<file path="src/design/spiram_pkg.sv">
// ----------------------------------------------------------------------------
// spiram_pkg
// Shared types and constants of the SPI register access master.
// ----------------------------------------------------------------------------
package spiram_pkg;

  localparam int unsigned MaxBurst   = 64;
  localparam int unsigned CountWidth = 7;
  localparam int unsigned QueueDepth = 2;
  localparam int unsigned QueuePtrW  = $clog2(QueueDepth);
  localparam int unsigned QueueCntW  = $clog2(QueueDepth + 1);

  localparam logic [1:0] FuncRequest = 2'd0;
  localparam logic [1:0] FuncData    = 2'd1;
  localparam logic [1:0] FuncTick    = 2'd2;

  localparam logic [7:0] AddrMask  = 8'b0111_1110;
  localparam logic [7:0] ReadFlag  = 8'b1000_0000;
  localparam logic [7:0] FullMask  = 8'b1111_1111;

  typedef enum logic [1:0] {
    CmdRequest,
    CmdData,
    CmdTick,
    CmdNone
  } cmd_kind_e;

  typedef struct packed {
    cmd_kind_e             kind;
    logic                  req_read;
    logic [7:0]            addr_byte;
    logic [CountWidth-1:0] count;
    logic [2:0]            align;
    logic [7:0]            wr_data;
    logic                  miso;
  } cmd_t;

  typedef struct packed {
    logic       sclk;
    logic       mosi;
    logic       cs_n;
    logic [7:0] rd_data;
    logic       rd_valid;
    logic       rd_last;
    logic [7:0] rd_keep_mask;
    logic       need_data;
    logic       busy_res;
    logic       error;
  } res_t;

endpackage

</file>
<file path="src/design/spiram_front.sv">
// ----------------------------------------------------------------------------
// spiram_front
// Decodes an input word into a command: kind, clamped burst count and the
// address byte that goes out on the wire.
// ----------------------------------------------------------------------------
module spiram_front import spiram_pkg::*; (
  input  logic [1:0]            func_i,
  input  logic                  req_read_i,
  input  logic [5:0]            reg_address_i,
  input  logic [CountWidth-1:0] burst_count_i,
  input  logic [2:0]            rx_align_i,
  input  logic [7:0]            wr_data_i,
  input  logic                  miso_i,
  output cmd_t                  cmd_o
);

  logic [CountWidth-1:0] count;

  always_comb begin
    if (burst_count_i == '0) begin
      count = CountWidth'(1);
    end else if (burst_count_i > CountWidth'(MaxBurst)) begin
      count = CountWidth'(MaxBurst);
    end else begin
      count = burst_count_i;
    end
  end

  always_comb begin
    case (func_i)
      FuncRequest: cmd_o.kind = CmdRequest;
      FuncData:    cmd_o.kind = CmdData;
      FuncTick:    cmd_o.kind = CmdTick;
      default:     cmd_o.kind = CmdNone;
    endcase
    cmd_o.req_read  = req_read_i;
    cmd_o.addr_byte = ({1'b0, reg_address_i, 1'b0} & AddrMask) |
                      (req_read_i ? ReadFlag : 8'h00);
    cmd_o.count     = count;
    cmd_o.align     = rx_align_i;
    cmd_o.wr_data   = wr_data_i;
    cmd_o.miso      = miso_i;
  end

endmodule

</file>
<file path="src/design/spiram_queue.sv">
// ----------------------------------------------------------------------------
// spiram_queue
// Short command queue between the decoder and the serial engine.
// ----------------------------------------------------------------------------
module spiram_queue import spiram_pkg::*; (
  input  logic clk_i,
  input  logic rst_ni,
  input  logic push_i,
  input  cmd_t push_cmd_i,
  output logic full_o,
  input  logic pop_i,
  output cmd_t head_o,
  output logic empty_o
);

  cmd_t                 mem_q [QueueDepth];
  logic [QueuePtrW-1:0] wr_ptr_q, wr_ptr_d;
  logic [QueuePtrW-1:0] rd_ptr_q, rd_ptr_d;
  logic [QueueCntW-1:0] cnt_q, cnt_d;

  assign full_o  = (cnt_q == QueueCntW'(QueueDepth));
  assign empty_o = (cnt_q == '0);
  assign head_o  = mem_q[rd_ptr_q];

  always_comb begin
    wr_ptr_d = wr_ptr_q;
    rd_ptr_d = rd_ptr_q;
    cnt_d    = cnt_q;
    if (push_i) begin
      wr_ptr_d = (wr_ptr_q == QueuePtrW'(QueueDepth - 1)) ? '0 : wr_ptr_q + 1'b1;
    end
    if (pop_i) begin
      rd_ptr_d = (rd_ptr_q == QueuePtrW'(QueueDepth - 1)) ? '0 : rd_ptr_q + 1'b1;
    end
    if (push_i && !pop_i) begin
      cnt_d = cnt_q + 1'b1;
    end else if (pop_i && !push_i) begin
      cnt_d = cnt_q - 1'b1;
    end
  end

  always_ff @(posedge clk_i) begin
    if (push_i) begin
      mem_q[wr_ptr_q] <= push_cmd_i;
    end
  end

  always_ff @(posedge clk_i or negedge rst_ni) begin
    if (!rst_ni) begin
      wr_ptr_q <= '0;
      rd_ptr_q <= '0;
      cnt_q    <= '0;
    end else begin
      wr_ptr_q <= wr_ptr_d;
      rd_ptr_q <= rd_ptr_d;
      cnt_q    <= cnt_d;
    end
  end

endmodule

</file>
<file path="src/design/spiram_back.sv">
// ----------------------------------------------------------------------------
// spiram_back
// Serial engine: runs the SPI sequencer one command per cycle while the output
// register is free or being taken, and holds the result word in that register.
// ----------------------------------------------------------------------------
module spiram_back import spiram_pkg::*; (
  input  logic clk_i,
  input  logic rst_ni,
  input  cmd_t cmd_i,
  input  logic cmd_valid_i,
  output logic cmd_pop_o,
  output res_t res_o,
  output logic res_valid_o,
  input  logic res_ready_i
);

  typedef enum logic [2:0] {
    PhIdle,
    PhAddr,
    PhWait,
    PhWrite,
    PhRead
  } phase_e;

  phase_e                ph_q, ph_d;
  logic [7:0]            tx_q, tx_d;
  logic [7:0]            rx_q, rx_d;
  logic [2:0]            bit_q, bit_d;
  logic [CountWidth-1:0] left_q, left_d;
  logic [CountWidth-1:0] left_dec;
  logic                  clk_q, clk_d;
  logic [7:0]            held_addr_q, held_addr_d;
  logic [2:0]            held_align_q, held_align_d;
  logic                  first_q, first_d;
  logic                  is_read_q, is_read_d;
  res_t                  res_q, res_d;
  logic                  res_valid_q;
  logic                  step;

  assign step      = cmd_valid_i && (!res_valid_q || res_ready_i);
  assign cmd_pop_o = step;
  assign left_dec  = left_q - 1'b1;

  always_comb begin
    ph_d         = ph_q;
    tx_d         = tx_q;
    rx_d         = rx_q;
    bit_d        = bit_q;
    left_d       = left_q;
    clk_d        = clk_q;
    held_addr_d  = held_addr_q;
    held_align_d = held_align_q;
    first_d      = first_q;
    is_read_d    = is_read_q;
    res_d        = '0;

    case (cmd_i.kind)
      CmdRequest: begin
        if (ph_q != PhIdle) begin
          res_d.error = 1'b1;
        end else begin
          left_d       = cmd_i.count;
          is_read_d    = cmd_i.req_read;
          held_addr_d  = cmd_i.addr_byte;
          held_align_d = cmd_i.align;
          first_d      = 1'b1;
          clk_d        = 1'b0;
          tx_d         = cmd_i.addr_byte;
          rx_d         = '0;
          bit_d        = '0;
          ph_d         = PhAddr;
        end
      end
      CmdData: begin
        if (ph_q == PhWait) begin
          left_d = left_dec;
          tx_d   = cmd_i.wr_data;
          rx_d   = '0;
          bit_d  = '0;
          ph_d   = PhWrite;
        end else begin
          res_d.error = 1'b1;
        end
      end
      CmdTick: begin
        if (ph_q inside {PhAddr, PhWrite, PhRead}) begin
          if (!clk_q) begin
            clk_d = 1'b1;
            if (ph_q == PhRead) begin
              rx_d = {rx_q[6:0], cmd_i.miso};
            end
          end else begin
            clk_d = 1'b0;
            tx_d  = {tx_q[6:0], 1'b0};
            if (bit_q != 3'd7) begin
              bit_d = bit_q + 1'b1;
            end else begin
              bit_d = '0;
              case (ph_q)
                PhAddr: begin
                  if (is_read_q) begin
                    tx_d = (left_q > CountWidth'(1)) ? held_addr_q : 8'h00;
                    rx_d = '0;
                    ph_d = PhRead;
                  end else begin
                    ph_d = PhWait;
                  end
                end
                PhWrite: begin
                  ph_d = (left_q != '0) ? PhWait : PhIdle;
                end
                default: begin
                  res_d.rd_data      = rx_q;
                  res_d.rd_valid     = 1'b1;
                  res_d.rd_keep_mask = first_q ? (FullMask << held_align_q) : FullMask;
                  first_d            = 1'b0;
                  left_d             = left_dec;
                  if (left_dec == '0) begin
                    res_d.rd_last = 1'b1;
                    ph_d          = PhIdle;
                  end else begin
                    tx_d = (left_dec > CountWidth'(1)) ? held_addr_q : 8'h00;
                    rx_d = '0;
                  end
                end
              endcase
            end
          end
        end
      end
      default: begin
      end
    endcase

    res_d.sclk      = clk_d;
    res_d.mosi      = tx_d[7];
    res_d.cs_n      = (ph_d == PhIdle);
    res_d.need_data = (ph_d == PhWait);
    res_d.busy_res  = (ph_d != PhIdle);
  end

  assign res_o       = res_q;
  assign res_valid_o = res_valid_q;

  always_ff @(posedge clk_i or negedge rst_ni) begin
    if (!rst_ni) begin
      ph_q         <= PhIdle;
      tx_q         <= '0;
      rx_q         <= '0;
      bit_q        <= '0;
      left_q       <= '0;
      clk_q        <= 1'b0;
      held_addr_q  <= '0;
      held_align_q <= '0;
      first_q      <= 1'b1;
      is_read_q    <= 1'b0;
      res_q        <= '0;
      res_valid_q  <= 1'b0;
    end else begin
      if (step) begin
        ph_q         <= ph_d;
        tx_q         <= tx_d;
        rx_q         <= rx_d;
        bit_q        <= bit_d;
        left_q       <= left_d;
        clk_q        <= clk_d;
        held_addr_q  <= held_addr_d;
        held_align_q <= held_align_d;
        first_q      <= first_d;
        is_read_q    <= is_read_d;
        res_q        <= res_d;
        res_valid_q  <= 1'b1;
      end else if (res_ready_i) begin
        res_valid_q <= 1'b0;
      end
    end
  end

endmodule

</file>
<file path="src/design/spi_register_access_master_unit.sv">
// ----------------------------------------------------------------------------
// spi_register_access_master_unit
// SPI mode 0 register access master with stream ports.
// ----------------------------------------------------------------------------
// Each input word is a request, a write data byte, one SCLK half-period tick
// or a no-op, and gives exactly one result word with the pin levels and status.
// The block takes one word per clock cycle while the command queue is not full;
// a word's result passes through the two-entry command queue and the engine's
// output register before it is presented. Backpressure on the result side
// fills the queue, after which s_axis_tready drops.
module spi_register_access_master_unit import spiram_pkg::*; (
  input  logic        clk_i,
  input  logic        rst_ni,
  input  logic        s_axis_tvalid,
  output logic        s_axis_tready,
  // reg_address[5:0], burst_count[12:6], rx_align[15:13], wr_data[23:16],
  // miso[24], zero fill [31:25]
  input  logic [31:0] s_axis_tdata,
  // func[1:0], req_read[2]
  input  logic [2:0]  s_axis_tuser,
  output logic        m_axis_tvalid,
  input  logic        m_axis_tready,
  // sclk[0], mosi[1], cs_n[2], rd_data[10:3], rd_valid[11],
  // rd_keep_mask[19:12], need_data[20], busy_res[21], error[22], zero [23]
  output logic [23:0] m_axis_tdata,
  output logic        m_axis_tlast
);

  cmd_t cmd_in;
  cmd_t cmd_head;
  res_t res;
  logic q_full;
  logic q_empty;
  logic q_pop;
  logic push;

  assign s_axis_tready = !q_full;
  assign push          = s_axis_tvalid && !q_full;

  spiram_front u_front (
    .func_i        (s_axis_tuser[1:0]),
    .req_read_i    (s_axis_tuser[2]),
    .reg_address_i (s_axis_tdata[5:0]),
    .burst_count_i (s_axis_tdata[12:6]),
    .rx_align_i    (s_axis_tdata[15:13]),
    .wr_data_i     (s_axis_tdata[23:16]),
    .miso_i        (s_axis_tdata[24]),
    .cmd_o         (cmd_in)
  );

  spiram_queue u_queue (
    .clk_i      (clk_i),
    .rst_ni     (rst_ni),
    .push_i     (push),
    .push_cmd_i (cmd_in),
    .full_o     (q_full),
    .pop_i      (q_pop),
    .head_o     (cmd_head),
    .empty_o    (q_empty)
  );

  spiram_back u_back (
    .clk_i       (clk_i),
    .rst_ni      (rst_ni),
    .cmd_i       (cmd_head),
    .cmd_valid_i (!q_empty),
    .cmd_pop_o   (q_pop),
    .res_o       (res),
    .res_valid_o (m_axis_tvalid),
    .res_ready_i (m_axis_tready)
  );

  assign m_axis_tdata = {1'b0, res.error, res.busy_res, res.need_data, res.rd_keep_mask,
                         res.rd_valid, res.rd_data, res.cs_n, res.mosi, res.sclk};
  assign m_axis_tlast = res.rd_last;

endmodule
</file>
<file path="config.mk">
export PLATFORM = sky130hd
export DESIGN_NAME = spi_register_access_master_unit
export DESIGN_NICKNAME = d
export VERILOG_FILES = /design/src/design/spiram_pkg.sv /design/src/design/spiram_front.sv /design/src/design/spiram_queue.sv /design/src/design/spiram_back.sv /design/src/design/spi_register_access_master_unit.sv
export SDC_FILE = /design/constraint.sdc
export NUM_CORES = 1
export LEC_CHECK = 0
export ABC_AREA = 1
export BUFFER_PORTS_ARGS = -buffer_cell sky130_fd_sc_hd__buf_2
export CORE_MARGIN = 2
export CORE_UTILIZATION = 54
export CTS_CLUSTER_DIAMETER = 40
export CTS_CLUSTER_SIZE = 12
export DETAILED_ROUTE_END_ITERATION = 6
export GPL_ROUTABILITY_DRIVEN = 0
export PLACE_DENSITY = 0.75
export SLEW_MARGIN = 20
export SYNTH_ARGS = -nofsm -noshare
export SYNTH_HDL_FRONTEND = slang
export SYNTH_SLANG_ARGS = --single-unit
</file>
<file path="constraint.sdc">
create_clock -name clk_i -period 3.7 [get_ports clk_i]
set_input_delay 0.37 -clock clk_i [delete_from_list [all_inputs] [get_ports clk_i]]
set_output_delay 0.37 -clock clk_i [all_outputs]
set_load 0.03 [all_outputs]
</file>
==> results of run 1 <==
## registers in the layout, indices dropped and copies added, names as in the netlist, 2 cells and up
| register | count |
|---|---|
| u_back.res_o | 22 |
| u_queue.cnt_q | 2 |
| u_back.held_addr_q | 7 |
| u_back.ph_q | 3 |
| u_back.tx_q | 8 |
| u_back.rx_q | 8 |
| u_queue.mem_q | 56 |
| u_back.held_align_q | 3 |
| u_back.left_q | 7 |
| u_back.bit_q | 3 |
## power by group
| group | leakage (nW) | switching (mW) | internal (mW) | total [mW] |
|---|---|---|---|---|
| Sequential | 1.38 | 0.244 | 1.86 | 2.10 |
| Clock | 0.257 | 0.541 | 0.948 | 1.49 |
| Combinational | 1.32 | 1.66 | 0.734 | 2.39 |
| Total | 2.96 | 2.44 | 3.54 | 5.98 |
## final cells by class
| cell class | instances | area [um2] | share of cell area, % |
|---|---|---|---|
| tap | 136 | 170 | 2.56 |
| timing repair buffer | 64 | 338 | 5.07 |
| clock buffer | 23 | 437 | 6.56 |
| sequential | 123 | 3360 | 50.5 |
| multi-input combinational | 393 | 2020 | 30.3 |
| inverter | 63 | 236 | 3.55 |
| clock inverter | 9 | 98.8 | 1.48 |
## per-stage QoR
| step | hold slack (ns) | power [mW] | setup WS [ns] | util, % |
|---|---|---|---|---|
| 3_5_place_dp | 0.468 | 4.48 | 0.512 | 59.3 |
| 5_1_grt | 0.0255 | 6.42 | 0.249 | 64.5 |
| 4_1_cts | 0.0234 | 6.00 | 0.487 | 64.5 |
| 3_3_place_gp | 0.456 | 4.39 | 0.590 | 59.3 |
| 2_1_floorplan | 0.0744 | 3.92 | 1.06 | - |
| 6_report | 0.0357 | 5.98 | 0.505 | 64.5 |
## metal layers
layer | wire length, um | track usage (%)
met5 | 0 | 0
met4 | 194 | 9.00
met3 | 560 | 5.53
met2 | 6070 | 38.2
met1 | 5110 | 27.9
## kinds of logic after synthesis
family / synth area share (%)
buf+inv: 6.53
fa+ha+maj: 2.61
compound gates: 13.7
other cells: 0.0652
simple gates: 18.0
flops: 58.4
xor+xnor: 0.610
## critical path: cells and delay by family, from the launching register on
family / cells / cell delay [ns]
compound gates: 4 / 0.49
fa+ha+maj: 1 / 0.34
buf+inv: 4 / 0.78
flops: 1 / 0.34
simple gates: 5 / 1.16
## how the worst max path moves through the flow
stage	endpoint	slack (ns)	cells after the start
floorplan	u_back.rx_q[6]	1.06	14
global placement	u_back.left_q[5]	0.59	14
detailed placement	u_back.left_q[1]	0.51	14
CTS	u_back.left_q[1]	0.49	14
global route	u_back.left_q[5]	0.25	14
finish	u_back.left_q[1]	0.50	14
## synth_stat cells (all sizes together) (2+ instances only)
master and number:
o21ai 63, nand2 125, a21oi 20, edfxtp 56, xor2 2, nor2 71
a211oi 4, nand3 35, or2 2, inv 62, buf 11, nor3 8
o211ai 11, a221o 2, o22ai 6, a31oi 17, xnor2 2, ha 12
dfrtp 66, clkbuf 15, a22oi 4
==> results.tsv, run 1 <==
metric	value	unit
status	finished, final reports clean	
Highest Clock Rate	0.313	GHz
CP endpoint kind	register	
Pleak	2.96	nW
Worst EP arrival	3.63	ns
Skew-Pair Late Insertion Delay	0.52	ns
fin nets	713	
Final Hold Vio Count	0	
clk buf depth	2	
post-synth top area share	29.3	%
CTS tree	done	
DRT Pass-1 Iters	5	
Reg2Reg Depth	14	
Worst slew margin	43.9	%
ys flop type	dfrtp_1	
maximum number of pins on one net before global-route repair	68	
ANT nets after route	0	
GR Util All Layers	22.6	%
Inst Count DP	779	
via count	4429	
Die ar.	11500	um2
DIE WIDTH	107	um
IO buf count	57	
period utilisation layout	86.4	%
RSZ-0062 raised after global routing	no	
CP max FO	14	
IO Count	66	
ys async rst share	54.5	%
crit path from	u_queue.rd_ptr_q	
GRT Residual Overflow	0	
syn_area_per_cell	9.50	um2
first-pass GRT wire length	20100	um
residual DRC count	0	
Post-Syn Area	5750	um2
H-tree lvl count	4	
Post-Syn Instances	605	
number of fill cells in the layout	812	
most frequent cells in the layout	122 x nand2_1, 66 x dfrtp_1, 63 x nor2_1	
number of enable flip-flop cells after synthesis	56	
vias in the first global route	4424	
cell taking the most area after synthesis	edfxtp_1	
worst reg2reg endpoint	u_back.left_q[1]	
Area growth syn-to-layout	15.8	%
CP max stage delay	0.36	ns
critical path required time	4.14	ns
CTS Root Cell	clkbuf_8	
crit start category	register	
reg-to-reg slack, setup	0.50	ns
reg2reg start	u_queue.rd_ptr_q	
Synth cell types	45	
post-route cell area	6660	um2
Post-CTS Setup Inserts	0	
post-DP HPWL	7940	um
power density over the cells	898	nW/um2
# rows	37	
kind of critical path	reg -> reg	
total CTS buffers	17	
post-CTS sizing	0	
Yosys reg bits	123	
Post-DP Area	6120	um2
n_diodes	0	
clk sinks	123	
Clock Skew	0.00851	ns
core area	10300	um2
fraction of layout instances using a drive strength above 1	18.1	%
sequential area share after synthesis	58.4	%
Slew @ Worst Pin	0.842	ns
Hold Crit Class	in -> async	
Starting DRT DRC Count	234	
VDD IR max	0.517	mV
Setup TNS	0	ns
synth warn	0	
effective utilization at floorplan	55.7	%
hold-fix buffer count after cts	0	
height of the die	107	um
Clock Pin Slew Worst Setup and Hold Paths	0.06	ns
Tmin final	3.20	ns
largest cells by area after synthesis	edfxtp_1 29%, dfrtp_1 29%, nand2_1 8.0%	
endpoints failing setup	0	
antenna violations before repair	0	
most common cell after layout, fill and taps aside	nand2_1	
CP Cell Sequence	clkinv_1, or2_2, o21ai_0, inv_1, ha_1, inv_1, o21ai_1, nor2_2, nand3_2, nor2_4, nand3_1, inv_2, o211ai_1, o21ai_1	
final std cells w/o fill	811	
Slew Viols, Final	0	
max-cap check violation count	0	
DR vias/cell	5.46	
wire length per cell	14.7	um
critical path's slowest cell	or2_2	
DRT Wirelength	11900	um
Synthesized Nets	656	
(Power assumes the default switching activity.)
==> run 2: changes to the inputs <==
CELL_PAD_IN_SITES_DETAIL_PLACEMENT = 2   (was default)
CELL_PAD_IN_SITES_GLOBAL_PLACEMENT = 2   (was default)
CORE_UTILIZATION = 38   (was 54)
PLACE_DENSITY = default   (was 0.75)
PLACE_DENSITY_LB_ADDON = 0.1   (was default)
SYNTH_HIERARCHICAL = 1   (was default)
==> run 2 against run 1 <==
Net effect: highest routed layer unchanged; sequential cell count grew 6; maximum frequency rose by 0.28%; die area increased by 55%.
==> results.tsv, run 2 <==
metric	value	unit
CP max stage delay	0.45	ns
RSZ-0062 raised after global routing	no	
Post-CTS Setup Inserts	0	
Post-synth top cells	141 x nand2_1, 68 x dfrtp_1, 60 x edfxtp_1	
synth warn	6	
most common cell after layout, fill and taps aside	nand2_1	
Setup TNS	0	ns
syn_area_per_cell	10.0	um2
largest family of logic cells by synthesized area	simple AND/OR/NAND/NOR gates	
Worst slew margin	49.9	%
Highest Clock Rate	0.314	GHz
DR vias/cell	5.11	
Clock Skew	0.0155	ns
Worst EP arrival	3.52	ns
clk buf depth	2	
H-tree lvl count	4	
max-cap check violation count	0	
post-CTS sizing	0	
number of enable flip-flop cells after synthesis	60	
crit start category	register	
CTS tree	done	
Post-Syn Area	6350	um2
max reg flops	60	
# rows	47	
sequential area share after synthesis	55.6	%
cell taking the most area after synthesis	edfxtp_1	
fin nets	721	
CP max FO	23	
VDD IR max	0.407	mV
Hold Crit Class	in -> reg	
Starting DRT DRC Count	217	
first-pass GRT wire length	27600	um
Setup WS post-layout	0.514	ns
pre-CTS WS	0.588	ns
CP Cell Sequence	mux2_2, inv_1, ha_1, inv_2, nor2_2, inv_2, nand3_4, inv_2, o21ai_4, nand2_1, o21ai_1	
DIE WIDTH	133	um
fraction of layout instances using a drive strength above 1	23.7	%
Worst path most repeated cell	inv_2	
GRT Residual Overflow	0	
DRT Wirelength	16500	um
Tmin final	3.19	ns
Slew @ Worst Pin	0.751	ns
Final Hold Vio Count	0	
kind of critical path	reg -> reg	
Skew-Pair Late Insertion Delay	0.42	ns
final std cells w/o fill	904	
post-DP HPWL	11000	um
vias in the first global route	5265	
Top reg by flops	u_queue/mem_q	
status	finished, final reports clean	
DRT Pass-1 Iters	4	
endpoints failing setup	0	
critical path required time	4.04	ns
ys flop type	dfrtp_1	
antenna violations before repair	0	
post-synth top area share	28.4	%
hold_ws	0.139	ns
largest cells by area after synthesis	edfxtp_1 28%, dfrtp_1 27%, nand2_1 8.3%	
period utilisation layout	86.1	%
Util after Layout	43.7	%
Post-Synth Simple-Gate Area	16.7	%
Post-DP Area	6650	um2
Pleak	3.18	nW
Yosys reg bits	129	
Post-Syn Instances	634	
most frequent cells in the layout	141 x nand2_1, 68 x dfrtp_1, 60 x edfxtp_1	
most frequent cell after synthesis	nand2_1	
clk sinks	129	
Slew Viols, Final	0	
total CTS buffers	17	
number of fill cells in the layout	1780	
effective utilization at floorplan	38.6	%
Synth Area in Adders	2.17	%
Reg area	3530	um2
Synth Area in XOR/XNOR	0.689	%
wire length per cell	18.2	um
Buf+Inv Stages, Crit Path	4	
height of the die	133	um
CP endpoint kind	register	
post-synthesis mux area share	5.50	%
hold-fix buffer count after cts	1	
Synth cell types	42	
CTS Root Cell	clkbuf_16	
overall power	6.15	mW
power density over the cells	855	nW/um2
GR Util All Layers	20.1	%
ys async rst share	53.5	%
residual DRC count	0	
Multi-input gate area	2250	um2
ANT nets after route	0	
post-route cell area	7190	um2
Synth Area in Compound Gates	10.2	%
core area	16500	um2
n_diodes	0	
IO buf count	57	
IO Count	66	
Area growth syn-to-layout	13.2	%
Largest delay share family, worst path	simple AND/OR/NAND/NOR gates	
Synthesized Nets	684	
Clock Pin Slew Worst Setup and Hold Paths	0.06	ns
via count	4615	
Inst Count DP	871	
critical path's slowest cell	ha_1	
Die ar.	17800	um2
maximum number of pins on one net before global-route repair	52	
==> run 2: changes by cell type after synthesis, sizes merged, moves of 6 or more <==
cell	previous run	this run
nor2	71	57
buf	11	34
mux2	0	31
a221oi	0	7
nand3	35	27
a22o	0	8
o22ai	6	0
a21oi	20	13
nand2	125	145
a31oi	17	2
o21ai	63	52
==> run 2: metal layers <==
metal	GRT usage [%]	share of wire, %	routed length (um)	up-vias
met4	8.04	2.2	354	0
met2	35.5	53	8710	77
met3	4.22	2.5	419	25
met1	23.9	42	6980	2342
li1	-	-	-	2171
met5	0	0	0	-
==> run 2: cell families after synthesis <==
family | count (synthesis)
compound gates | 101
xor+xnor | 5
fa+ha+maj | 11
buf+inv | 114
flops | 129
mux | 31
other cells | 2
simple gates | 241
==> run 2: final timing paths <==
path,from,endpoint,slack [ns],cells past startpoint
worst max-delay path,u_queue/rd_ptr_q,u_back/rx_q[5],0.51,11
worst min-delay path,s_axis_tdata[20],u_queue/mem_q[0][5],0.14,1
worst max register to register,u_queue/rd_ptr_q,u_back/rx_q[5],0.51,11
worst min register to register,u_back/res_o[7],u_back/res_o[7],0.48,2
max in group asynchronous,rst_ni,u_back/is_read_q,2.18,3
min in group asynchronous,rst_ni,u_back/res_valid_o,0.45,2
==> run 2: where the power goes <==
group	leakage, nW	total, mW	internal [mW]	switching [mW]
sequential	1.45	2.16	1.92	0.241
combinational	1.47	2.47	0.781	1.69
clock	0.256	1.52	0.908	0.611
==> run 2: worst reg2reg max path: stages (launching register included) <==
cell and delay, ns:
dfrtp_1 0.41, mux2_2 0.39, inv_1 0.09, ha_1 0.45, inv_2 0.15, nor2_2 0.39, inv_2 0.11, nand3_4 0.30
inv_2 0.10, o21ai_4 0.44, nand2_1 0.14, o21ai_1 0.14
==> run 2: layout make-up <==
| class | count | share of cell area (%) |
|---|---|---|
| Timing Repair Buffer | 65 | 4.84 |
| Clock inverter | 13 | 1.36 |
| Multi-Input combinational cell | 391 | 31.3 |
| Clock buffer | 19 | 6.02 |
| Tap cell | 220 | 3.83 |
| Inverter | 67 | 3.53 |
| Sequential cell | 129 | 49.1 |
==> run 3: changes to the inputs <==
ABC_AREA = default   (was 1)
CORE_UTILIZATION = 40   (was 38)
clock period = 3.3 ns   (was 3.7 ns; I/O delays follow)
==> run 3 against run 2 <==
Net effect: area after synthesis shrank 2.2%; wire length shrank 2.0%; setup slack lost 0.24 ns; largest cell class unchanged; count of clock-buffer cells in the layout grew 1; sequential share of layout area grew 0.63 points.
==> results.tsv, run 3 <==
metric	value	unit
most common cell after layout, fill and taps aside	dfrtp_1	
routing usage on met3	5.65	%
clk sinks	129	
Post-Syn Area	6210	um2
Skew-Pair Late Insertion Delay	0.42	ns
Synth cell types	63	
Util after Layout	46.7	%
critical path required time	3.58	ns
GRT Max-Usage Layer	met2	
max-cap check violation count	0	
Synthesized Nets	562	
post-DP HPWL	10400	um
max reg flops	60	
fin nets	598	
CP max FO	31	
# rows	45	
IO buf count	57	
DRT Wirelength	16100	um
Top reg by flops	u_queue/mem_q	
core area	15200	um2
fraction of layout instances using a drive strength above 1	28.9	%
power density over the cells	971	nW/um2
Die ar.	16500	um2
Slew Viols, Final	0	
period utilisation layout	91.8	%
Setup TNS	0	ns
height of the die	129	um
wire length per cell	21.5	um
GRT Residual Overflow	0	
RSZ-0062 raised after global routing	no	
cell taking the most area after synthesis	edfxtp_1	
largest cells by area after synthesis	edfxtp_1 29%, dfrtp_1 27%, mux2_2 8.0%	
Starting DRT DRC Count	228	
post-synth top area share	29.0	%
Area growth syn-to-layout	14.3	%
kind of critical path	reg -> reg	
H-tree lvl count	4	
Hold Crit Class	in -> reg	
Largest delay share family, worst path	compound AO/OA/AOI/OAI gates	
IO Count	66	
synth warn	6	
CP endpoint kind	register	
CTS Root Cell	clkbuf_16	
CP max stage delay	0.55	ns
clk buf depth	2	
GR Util All Layers	21.0	%
met2 Use GR	37.5	%
Yosys reg bits	129	
status	finished, final reports clean	
n_diodes	0	
hold_ws	0.0948	ns
Worst slew margin	53.5	%
CP Cell Sequence	mux2_2, inv_1, ha_1, mux2_2, o32ai_2, nand4b_2, buf_4, a2111oi_0, a21oi_1	
endpoints failing setup	0	
DIE WIDTH	129	um
via count	4234	
DRT Pass-1 Iters	4	
critical path's slowest cell	a2111oi_0	
VDD IR max	0.615	mV
post-route cell area	7100	um2
vias in the first global route	4799	
antenna violations before repair	0	
ys async rst share	53.5	%
ANT nets after route	0	
syn_area_per_cell	12.1	um2
Clock Skew	0.00802	ns
Clock Pin Slew Worst Setup and Hold Paths	0.06	ns
residual DRC count	0	
most frequent cells in the layout	68 x dfrtp_1, 60 x edfxtp_1, 57 x buf_2	
Post-CTS Setup Inserts	0	
number of fill cells in the layout	1536	
number of enable flip-flop cells after synthesis	60	
Post-DP Area	6510	um2
ys flop type	dfrtp_1	
Final Hold Vio Count	0	
Highest Clock Rate	0.330	GHz
maximum number of pins on one net before global-route repair	52	
total CTS buffers	17	
crit start category	register	
DR vias/cell	5.65	
Slew @ Worst Pin	0.698	ns
grt met1 use	25.3	%
Post-Syn Instances	512	
overall power	6.89	mW
CTS tree	done	
Worst EP arrival	3.31	ns
Tmin final	3.03	ns
Worst path most repeated cell	mux2_2	
Buf+Inv Stages, Crit Path	2	
Post-synth top cells	68 x dfrtp_1, 60 x edfxtp_1, 44 x mux2_2	
most frequent cell after synthesis	dfrtp_1	
first-pass GRT wire length	26200	um
Pleak	2.93	nW
sequential area share after synthesis	56.8	%
effective utilization at floorplan	40.9	%
==> run 3: final timing paths <==
check	cells past startpoint	slack [ns]	endpoint	from
max	9	0.27	u_back/tx_q[5]	u_queue/rd_ptr_q
min	1	0.09	u_queue/mem_q[1][11]	s_axis_tdata[15]
max reg2reg	9	0.27	u_back/tx_q[5]	u_queue/rd_ptr_q
min reg2reg	2	0.47	u_back/res_o[2]	u_back/res_o[2]
max in group asynchronous	3	1.82	u_back/tx_q[6]	rst_ni
min in group asynchronous	2	0.41	u_back/res_o[17]	rst_ni
==> run 3: what timing repair did <==
action,in CTS,in global routing
hold buffers,1,0
endpoints found under the hold margin,18,0
resized for setup,0,0
==> run 3: worst register-to-register path, stage by stage (launching register included) <==
cell and delay [ns]:
dfrtp_1 0.46, mux2_2 0.29, inv_1 0.07, ha_1 0.31, mux2_2 0.32, o32ai_2 0.36
nand4b_2 0.14, buf_4 0.26, a2111oi_0 0.55, a21oi_1 0.14
==> run 3: area by class of cell <==
type,instances,area [um2],share of cell area (%)
flip-flops and latches,129,3530,49.7
inverters,12,45.0,0.634
multi-input cells,313,2290,32.2
well taps,188,235,3.31
clock inverters,12,133,1.87
repair buffers,75,423,5.96
clock buffers,20,447,6.29
==> run 3: metrics by stage <==
step,instances,worst slack [ns]
after CTS,749,0.286
after floorplan,512,0.613
after detailed placement,716,0.344
after global routing,749,0.0220
final,749,0.270
after global placement,716,0.432
==> run 3: cells by family after synthesis <==
family | after synthesis | synth area share [%]
adder cells (fa/ha/maj) | 11 | 2.22
buffers and inverters | 70 | 6.40
AND/OR/NAND/NOR | 109 | 9.31
AO/OA/AOI/OAI | 141 | 16.3
flip-flops | 129 | 56.8
multiplexers | 45 | 8.14
XOR/XNOR | 5 | 0.705
other | 2 | 0.121
==> run 3: where the power goes <==
part	leakage, nW	switching [mW]	total (mW)	internal (mW)
clock network	0.279	0.724	1.86	1.14
logic	1.20	1.57	2.56	0.983
registers	1.45	0.346	2.48	2.13
==> run 3: metal layers <==
metal	share of wire (%)	up-vias
li1	-	1957
met1	43	2196
met2	53	67
met3	2.9	14
met4	1.1	0
met5	0	-
